--- config.mk ---
export PLATFORM = sky130hd
export DESIGN_NAME = kwm_cfg
export DESIGN_NICKNAME = d
export VERILOG_FILES = /design/src/rtl/core/kwm_pkg.sv /design/src/rtl/core/kwm_cfg.sv
export SDC_FILE = /design/constraint.sdc
export NUM_CORES = 1
export LEC_CHECK = 0
export BUFFER_PORTS_ARGS = -buffer_cell sky130_fd_sc_hd__buf_4
export CELL_PAD_IN_SITES_DETAIL_PLACEMENT = 1
export CELL_PAD_IN_SITES_GLOBAL_PLACEMENT = 2
export CORE_MARGIN = 4
export CORE_UTILIZATION = 23
export DETAILED_ROUTE_END_ITERATION = 12
export PLACE_DENSITY_LB_ADDON = 0.1
export SLEW_MARGIN = 30
export SYNTH_ARGS = -nofsm -noshare
export SYNTH_HDL_FRONTEND = slang
export SYNTH_SLANG_ARGS = --single-unit
--- constraint.sdc ---
create_clock -name clk_i -period 1 [get_ports clk_i]
set_clock_uncertainty 0.05 [all_clocks]
set_input_delay 0.25 -clock clk_i [delete_from_list [all_inputs] [get_ports clk_i]]
set_output_delay 0.25 -clock clk_i [all_outputs]
set_load 0.01 [all_outputs]
--- src/rtl/core/kwm_pkg.sv ---
// kwm_pkg: shared types and constants for the k-way record merger
// no dependencies
`default_nettype none
package kwm_pkg;
  localparam int unsigned Sources = 16;
  localparam int unsigned Bounds  = 64;
  localparam int unsigned SrcW    = 4;
  localparam int unsigned SlotW   = 6;
  localparam int unsigned QDepth  = 2;

  typedef enum logic [2:0] {
    FnSupply  = 3'd0,
    FnPop     = 3'd1,
    FnBatch   = 3'd2,
    FnBound   = 3'd3,
    FnRestart = 3'd4
  } func_e;

  typedef enum logic [2:0] {
    StRecord = 3'd0,
    StRefill = 3'd1,
    StBound  = 3'd2,
    StFull   = 3'd3,
    StEmpty  = 3'd4
  } status_e;

  localparam logic CfgRefill = 1'b0;
  localparam logic CfgBcount = 1'b1;

  // one classified command passed from the front to the back
  typedef struct packed {
    logic [2:0]       func;
    logic [SrcW-1:0]  source;
    logic [63:0]      hdr_hi;
    logic [15:0]      hdr_lo;
    logic             part_last;
    logic [31:0]      limit;
    logic [SlotW-1:0] slot;
    logic [63:0]      bval;
  } cmd_t;

  typedef struct packed {
    logic [2:0]      status;
    logic [63:0]     hdr_hi;
    logic [15:0]     hdr_lo;
    logic [SrcW-1:0] source;
    logic            want_next;
  } res_t;
endpackage
`default_nettype wire

--- src/rtl/core/kwm_cfg.sv ---
// kwm_cfg: configuration registers written through the config channel
// depends on kwm_pkg
`default_nettype none
module kwm_cfg import kwm_pkg::*; (
  input  wire logic        clk_i,
  input  wire logic        rst_ni,
  input  wire logic        valid_i,
  input  wire logic [0:0]  index_i,
  input  wire logic [6:0]  data_i,
  output logic             refill_mode_o,
  output logic [6:0]       bound_count_o
);
  // register writes
  always_ff @(posedge clk_i or negedge rst_ni) begin
    if (!rst_ni) begin
      refill_mode_o <= 1'b0; bound_count_o <= '0;
    end else if (valid_i) begin
      if (index_i == CfgRefill) refill_mode_o <= data_i[0];
      if (index_i == CfgBcount) bound_count_o <= data_i;
    end
  end
endmodule
`default_nettype wire

==> results_dict.tcl <==
set metrics [dict create \
    status "finished with violations" \
    violations "setup timing" \
    sw_frac_of_total_pct 24.05 \
    grt_max_degree 9 \
    yosysWarnings 0 \
    ios 19 \
    leakagePower_nw 0.2463 \
    ir_drop_mv 0.6857 \
    globalRoute.totalOverflow 0 \
    synth.yosys.seq_area_share_pct 66.12 \
    drt-total-wl_um 672 \
    hold_violations 0 \
    worst_pin_slew_ns 0.1760 \
    cts_tree "yes" \
    maxCapViolCount 0 \
    total_power_mw 0.8726 \
    combinationalPowerShare_pct 25.9 \
    p_per_area_nw_per_um2 1685 \
    chipHeight_um 44.29 \
    rows 12 \
    wl_met3_um 79 \
    dr.pass1.iters 2 \
    min_path_type "input port to flip-flop" \
    initial_core_util_pct 25.85 \
    netlist_instances 18 \
    globalplace.congestion 0.5845 \
    finalInstanceArea_um2 518.0 \
    cp_cell_sequence "buf_6" \
    start_kind "flip-flop" \
    crit_type "flip-flop to primary output" \
    clkPwrFrac_pct 27.7 \
    vias 229 \
    grt_pass1_vias 257 \
    worst_hold_slack_ns 0.1825 \
    syn_avg_cell_area_um2 16.82 \
    dieArea_um2 1961 \
    whs_path_depth 2 \
    core_um2 1171 \
    area_growth_syn_to_layout_pct 71.07 \
    synth_seq_cells 8 \
    cp_slowest_cell "dfrtp_1" \
    seqPwrFrac_pct 46.4 \
    critPathCaptureType "primary output" \
    critPathMaxStageDelay_ns 0.39 \
    critPathBufInv 1 \
    hold_start "data_i[6]" \
    fmax_ghz 0.9421 \
    syn-num-nets 29 \
    finalCoreUtilization_pct 44.23 \
    port_buffers 18 \
    grt_pass1_wl_um 1138 \
    seqCellArea_um2 200.2 \
    top_layer "met3" \
    cts_post_setup_buffers_inserted 0 \
    path_depth 1 \
    via_per_inst 4.241 \
    fillerInstances 124 \
    wirelength_met1_um 222 \
    report.final.slew_viol_count 0 \
    worst-r2r-setup-slack_ns 0.18 \
    drc 0 \
    critical_path_arrival_ns 0.76 \
    drtAntennaViolNets 0 \
    cts.clk_slew.worst_paths_ns 0.05 \
    synth_cell_types 4 \
    p_sw_mw 0.2098 \
    wire_per_inst_um 12.44 \
    fp.dieW_um 44.29 \
    cp.required_ns 0.70 \
    min_period_over_period_pct 106.1 \
    wl_met2_um 371 \
    layout_min_cycle_time_ns 1.061 \
    drive_above_1_share_pct 75.00 \
    fin_nets 53 \
    r2r-end "bound_count_o[2]$_DFFE_PN0P_" \
    crit_family "flip-flops" \
    h-tree-depth 1 \
    clockBufferDepth 2 \
    syn-cell-area_um2 302.8 \
    placed_area_um2 455.4 \
    multi_input_area_um2 102.6 \
    clk_latency_ns 0.24 \
    setup_viol 8 \
    drt_iter0_drc 1 \
    clock-root-buffer "clkbuf_4" \
    rsz0062_at_grt "true" \
    slew_headroom_pct 88.23 \
    pre_cts_ws_ns -0.06757 \
    crit_fanout 2 \
    grt_antenna_before_repair 0 \
    r2r_start "bound_count_o[2]$_DFFE_PN0P_" \
    diodes 0 \
    r2r_cells 1 \
    finalWorstSetupSlack_ns -0.06141 \
    grt_usage_pct 8.389 \
    intPower_mw 0.6628 \
    cts_inserted_buffers 3 \
    hold_end "bound_count_o[6]$_DFFE_PN0P_" \
    cts.sink_count 8 \
]
==> state kept, by name, indices dropped and copies added (netlist names) <==
| register | count |
|---|---|
| refill_mode_o | 1 |
| bound_count_o | 7 |
==> how the worst max path moves through the flow <==
stage                                      start                      endpoint  slack, ns
floorplan                                index_i  bound_count_o[0]$_DFFE_PN0P_       0.13
global placement                         index_i  bound_count_o[1]$_DFFE_PN0P_      -0.04
detailed placement                       index_i  bound_count_o[2]$_DFFE_PN0P_      -0.07
CTS                 bound_count_o[5]$_DFFE_PN0P_              bound_count_o[5]      -0.07
global route        bound_count_o[3]$_DFFE_PN0P_              bound_count_o[3]       -0.1
finish              bound_count_o[6]$_DFFE_PN0P_              bound_count_o[6]      -0.06
==> power groups by stage <==
stage | clock [mW] | combinational, mW | sequential, mW
3_3_place_gp | 0 | 0.194 | 0.398
3_5_place_dp | 0 | 0.200 | 0.401
5_1_grt | 0.277 | 0.245 | 0.410
4_1_cts | 0.249 | 0.232 | 0.405
6_report | 0.242 | 0.226 | 0.405
2_1_floorplan | 0 | 0.0525 | 0.423
==> synth_stat cells <==
cell type / n / area [µm²]
mux2_2: 8 / 90.09
nand2b_1: 1 / 6.260
dfrtp_1: 8 / 200.2
nand2_2: 1 / 6.260
==> cell families (layout without fill, tap and decap cells) <==
family / Yosys count / count (layout) / share of synthesized area, %
muxes: 8 / 8 / 29.75
and+or+nand+nor: 2 / 2 / 4.135
buffers and inverters: 0 / 22 / 0
DFF: 8 / 8 / 66.12
==> per-layer routing <==
layer	vias to the layer above	global-route usage (%)
met1	111	7.980
li1	107	-
met3	0	4.472
met4	0	5.422
met5	-	0
met2	11	13.95
==> repair_timing <==
item	CTS	global route
gates cloned	0	0
resized for setup	8	0
endpoints found under the hold margin	8	0
hold buffers	1	0
setup endpoints to repair	8	8
==> metrics by stage <==
stage,TNS (ns),instances
finish,-0.4442,54
global route,-0.7219,54
CTS,-0.5011,54
detailed placement,-0.4166,50
global placement,-0.3037,50
floorplan,0,18
==> cells in the final DEF (no fill, tap or decap) <==
cell,instances
clkbuf_4,3
nand2b_1,1
nand2_2,1
buf_4,10
dfrtp_1,8
mux2_2,8
dlygate4sd3_1,1
buf_6,8
==> layout make-up <==
type / instances / area share (%)
Clock buffer: 3 / 4.348
Timing Repair Buffer: 19 / 33.82
Sequential cell: 8 / 38.65
Tap cell: 14 / 3.382
Multi-Input combinational cell: 10 / 19.81
No activity file was read; power rests on OpenSTA's default activity.
