### src/rtl/core/kwm_pkg.sv
// kwm_pkg: shared types and constants for the k-way record merger
// no dependencies
`default_nettype none
package kwm_pkg;
  localparam int unsigned Sources = 16;
  localparam int unsigned Bounds  = 64;
  localparam int unsigned SrcW    = 4;
  localparam int unsigned SlotW   = 6;
  localparam int unsigned QDepth  = 2;

  typedef enum logic [2:0] {
    FnSupply  = 3'd0,
    FnPop     = 3'd1,
    FnBatch   = 3'd2,
    FnBound   = 3'd3,
    FnRestart = 3'd4
  } func_e;

  typedef enum logic [2:0] {
    StRecord = 3'd0,
    StRefill = 3'd1,
    StBound  = 3'd2,
    StFull   = 3'd3,
    StEmpty  = 3'd4
  } status_e;

  localparam logic CfgRefill = 1'b0;
  localparam logic CfgBcount = 1'b1;

  // one classified command passed from the front to the back
  typedef struct packed {
    logic [2:0]       func;
    logic [SrcW-1:0]  source;
    logic [63:0]      hdr_hi;
    logic [15:0]      hdr_lo;
    logic             part_last;
    logic [31:0]      limit;
    logic [SlotW-1:0] slot;
    logic [63:0]      bval;
  } cmd_t;

  typedef struct packed {
    logic [2:0]      status;
    logic [63:0]     hdr_hi;
    logic [15:0]     hdr_lo;
    logic [SrcW-1:0] source;
    logic            want_next;
  } res_t;
endpackage
`default_nettype wire

### src/rtl/core/kwm_front.sv
// kwm_front: accepts input transactions, drops unused codes, queues commands
// depends on kwm_pkg
`default_nettype none
module kwm_front import kwm_pkg::*; (
  input  wire logic       clk_i,
  input  wire logic       rst_ni,
  input  wire logic       s_valid_i,
  output logic            s_ready_o,
  input  wire cmd_t       s_cmd_i,
  output logic            q_valid_o,
  input  wire logic       q_ready_i,
  output cmd_t            q_cmd_o
);
  cmd_t       mem_q [QDepth];
  logic       wp_q, rp_q;
  logic [1:0] cnt_q;
  logic       push, pop, keep;

  // codes above restart carry no work and are dropped here
  always_comb begin
    keep = (s_cmd_i.func == FnSupply) || (s_cmd_i.func == FnPop) ||
           (s_cmd_i.func == FnBatch) || (s_cmd_i.func == FnBound) ||
           (s_cmd_i.func == FnRestart);
  end

  assign s_ready_o = (cnt_q != 2'(QDepth));
  assign push      = s_valid_i && s_ready_o && keep;
  assign q_valid_o = (cnt_q != 2'd0);
  assign pop       = q_valid_o && q_ready_i;
  assign q_cmd_o   = mem_q[rp_q];

  // queue storage
  always_ff @(posedge clk_i) begin
    if (push) begin
      mem_q[wp_q] <= s_cmd_i;
    end
  end

  // queue pointers
  always_ff @(posedge clk_i or negedge rst_ni) begin
    if (!rst_ni) begin
      wp_q <= 1'b0; rp_q <= 1'b0; cnt_q <= 2'd0;
    end else begin
      if (push) wp_q <= ~wp_q;
      if (pop)  rp_q <= ~rp_q;
      cnt_q <= cnt_q + 2'(push) - 2'(pop);
    end
  end

`ifndef NO_ASSERTIONS
  a_no_overflow: assert property (@(posedge clk_i) disable iff (!rst_ni)
    cnt_q <= 2'(QDepth)) else $error("queue overflow");
  a_cnt_step: assert property (@(posedge clk_i) disable iff (!rst_ni)
    push && !pop |=> cnt_q == $past(cnt_q) + 2'd1) else $error("count slip");
  a_empty_nopop: assert property (@(posedge clk_i) disable iff (!rst_ni)
    cnt_q == 2'd0 |-> !pop) else $error("pop on empty");
`endif
endmodule
`default_nettype wire

### config.mk
export PLATFORM = sky130hd
export DESIGN_NAME = kwm_front
export DESIGN_NICKNAME = d
export VERILOG_FILES = /design/src/rtl/core/kwm_pkg.sv /design/src/rtl/core/kwm_front.sv
export SDC_FILE = /design/constraint.sdc
export NUM_CORES = 1
export LEC_CHECK = 0
export ABC_AREA = 1
export ABC_CLOCK_PERIOD_IN_PS = 8390
export BUFFER_PORTS_ARGS = -buffer_cell sky130_fd_sc_hd__buf_2
export CORE_UTILIZATION = 28
export DETAILED_ROUTE_END_ITERATION = 8
export PLACE_DENSITY_LB_ADDON = 0.05
export RECOVER_POWER = 50
export SYNTH_ARGS = -nofsm -noshare
export SYNTH_HDL_FRONTEND = slang
export SYNTH_SLANG_ARGS = --single-unit
### constraint.sdc
create_clock -name clk_i -period 8.39 [get_ports clk_i]
set_input_delay 1.678 -clock clk_i [delete_from_list [all_inputs] [get_ports clk_i]]
set_output_delay 1.678 -clock clk_i [all_outputs]
set_load 0.01 [all_outputs]
==> summary.txt <==
Most common cell in the netlist = nand2_1
Power share of the clock group = 28.8%
RSZ-0062 raised after global routing = false
Power density over the cells = 342 nW/µm²
First-pass GRT wire length = 50,900 µm
Max IR drop VDD = 0.179 mV
Prevailing post-synth register cell = edfxtp_1
Yosys cell types = 14
Reg2Reg Setup Slack = 4.14 ns
DRT Wirelength = 35,900 µm
Fill cells = 4,952
Drt drc = 0
Internal power = 4.03 mW
Initial Util = 28.6%
DR vias/cell = 4.09
Slew Limit Headroom = -86.5%
GPL Wtd Cong = 0.697
Cell family with most CP delay = flip-flops
Hold buffer count at cts = 0
CTS max path bufs = 3
Area share of the largest cell type after synthesis = 81.1%
CP max stage cell = dfrtp_1
Skew-Pair Late Insertion Delay = 0.56 ns
Mapped Area = 14,100 µm²
Worst EP arrival = 4.04 ns
DRT Pass-1 Iters = 4
DR iter-0 viols = 284
Tightest Pin Transition = 2.79 ns
Vias = 8,657
GRT Residual Overflow = 0
Number of buffers and inverters on the critical path = 3
Total GRT Usage = 13.6%
Commonest cells post-synth = 579 x nand2_1, 380 x edfxtp_1, 30 x buf_2, 11 x buf_6, 10 x inv_1
Seq pwr share = 41.8%
Register area share after synthesis = 81.8%
Final min period = 5.72 ns
CP peak stage delay = 1.79 ns
Async set-reset flop share out of synthesis = 1.04%
Post-synth EDFFs = 380
Layout cells sized above 1 = 26.1%
Clock root buffer = clkbuf_16
NumNets Final = 1,617
Failing checks = max-capacitance violations, max-slew violations
IO Pins = 386
Post-synth top area cell = edfxtp_1
# setup viols final = 0
Vias in the first global route = 8,249
Die area = 51,100 µm²
Initial antenna violation count = 12
Core area = 49,300 µm²
Critical Path Fanout Max = 67
Crit-path cells = inv_6 > buf_4 > nand2_1 > nand2_1 > buf_2
I/O Buffers = 385
Register bit total from synthesis = 384
CTS tree = built
Clk slew on worst S/H paths = 0.06 ns
Critical path's most frequent cell = nand2_1
CTS buffer count = 45
Clk sinks = 384
Mapped Nets = 1,219
Combinational Power Share = 29.4%
Max-cap viol count = 2
Multi-input logic area = 2230 µm²
Mapped Cells = 1,023
Largest cells by area after synthesis = edfxtp_1 81%, nand2_1 15%, buf_2 1.1%
Hold_ws = 0.483 ns
Worst Hold Class = register to register
Storage cell area = 11,500 µm²
Setup TNS = 0 ns
Worst Setup Start Kind = register
Clock Skews = 0.0131 ns
Synthesis Warnings = 0
Post-synthesis area per instance = 13.7 µm²
CP endpoint kind = output pin
Period utilization = 68.1%
# resized after CTS = 0
Post-CTS setup buffers = 0
Max frequency = 0.175 GHz
Sw frac = 34.0%
DR WL/cell = 17.0 µm
CTS H-tree depth = 2
Fin. Hold Viols = 0
Net switching power = 2.07 mW
Detail Placement HPWL = 22,300 µm
Num rows = 81
Critical path required time = 6.71 ns
Final antenna-violating net count = 0
Crit Path Category = register to output pin
Die height = 226 µm
Die Span X = 226 µm
Max Slew Vio Count = 84
Area grow syn2layout = 26.8%
Largest net degree at the start of global routing = 101
LEAKAGE = 7.35 nW
Status = finished, violations left
[state kept, by name, indices dropped and copies added (netlist names)]
name / flops
mem_q: 380
cnt_q: 2
rp_q: 1
wp_q: 1
[worst min-delay path, stage by stage (launching register included)]
cell and delay, ns:
dfrtp_1 0.34, nand2_1 0.05, nand2_1 0.06
[placed cells by master (no fill, tap or decap)]
master     Yosys  routed
edfxtp_1     380     380
buf_12         0       1
inv_6          0       1
inv_1         10       8
bufinv_16      0       1
buf_1          0       1
ha_1           2       2
clkinv_2       0       9
diode_2        0       2
xor2_1         1       1
nand3_1        1       1
xnor2_1        1       1
clkbuf_8       0       2
clkinv_1       0       5
clkbuf_16      0      45
nand2_1      579     579
a21oi_1        1       1
nor2_1         1       1
buf_2         30     311
inv_8          0       1
dfrtp_1        4       4
clkbuf_1       0      87
o21ai_0        1       1
buf_4          1       7
[power by group through the flow]
stage	registers, mW	logic, mW	clock network, mW
floorplan	2.59	1.08	0
global placement	2.60	1.87	0
detailed placement	2.60	1.86	0
CTS	2.56	1.87	1.82
global route	2.58	2.02	1.89
finish	2.55	1.79	1.76
[cell families (layout without fill, tap and decap cells)]
| group | Yosys count | in the layout | synth area share, % |
|---|---|---|---|
| compound gates | 2 | 2 | 0.0711 |
| xor+xnor | 2 | 2 | 0.125 |
| fa+ha+maj | 2 | 2 | 0.178 |
| flops | 384 | 384 | 81.8 |
| other cells | 0 | 2 | 0 |
| simple gates | 581 | 581 | 15.5 |
| buf+inv | 52 | 479 | 2.27 |
[worst paths after layout]
path	to	cells past startpoint	from
min	wp_q	2	wp_q
min in group asynchronous	cnt_q[0]	1	rst_ni
max	q_cmd_o[118]	5	rp_q
min reg2reg	wp_q	2	wp_q
max reg2reg	mem_q[1][106]	4	cnt_q[1]
max in group asynchronous	cnt_q[1]	1	rst_ni
[through the flow]
step | cell area (µm²) | worst slack, ns | total power [mW] | cells | utilization (%)
floorplan | 14100 | 0.986 | 3.66 | 1023 | -
global placement | 16600 | 3.97 | 4.46 | 2038 | 33.8
detailed placement | 16600 | 3.93 | 4.46 | 2038 | 33.8
CTS | 17900 | 3.49 | 6.26 | 2114 | 36.4
global route | 17800 | 2.19 | 6.49 | 2114 | 36.2
finish | 17800 | 2.67 | 6.11 | 2116 | 36.2
[layout make-up]
cell class,instances,area share [%]
diodes,2,0.0281
clock buffers,61,6.76
clock inverters,15,0.526
inverters,10,0.281
multi-input cells,587,12.5
flip-flops and latches,384,64.5
well taps,664,4.66
repair buffers,393,10.7
[routing by layer]
metal  GRT usage [%]  wire (µm)
met3            6.28       3610
met5               0        141
met1            16.1      14700
met2            21.5      16700
met4            4.84        807
(Power assumes the default switching activity.)
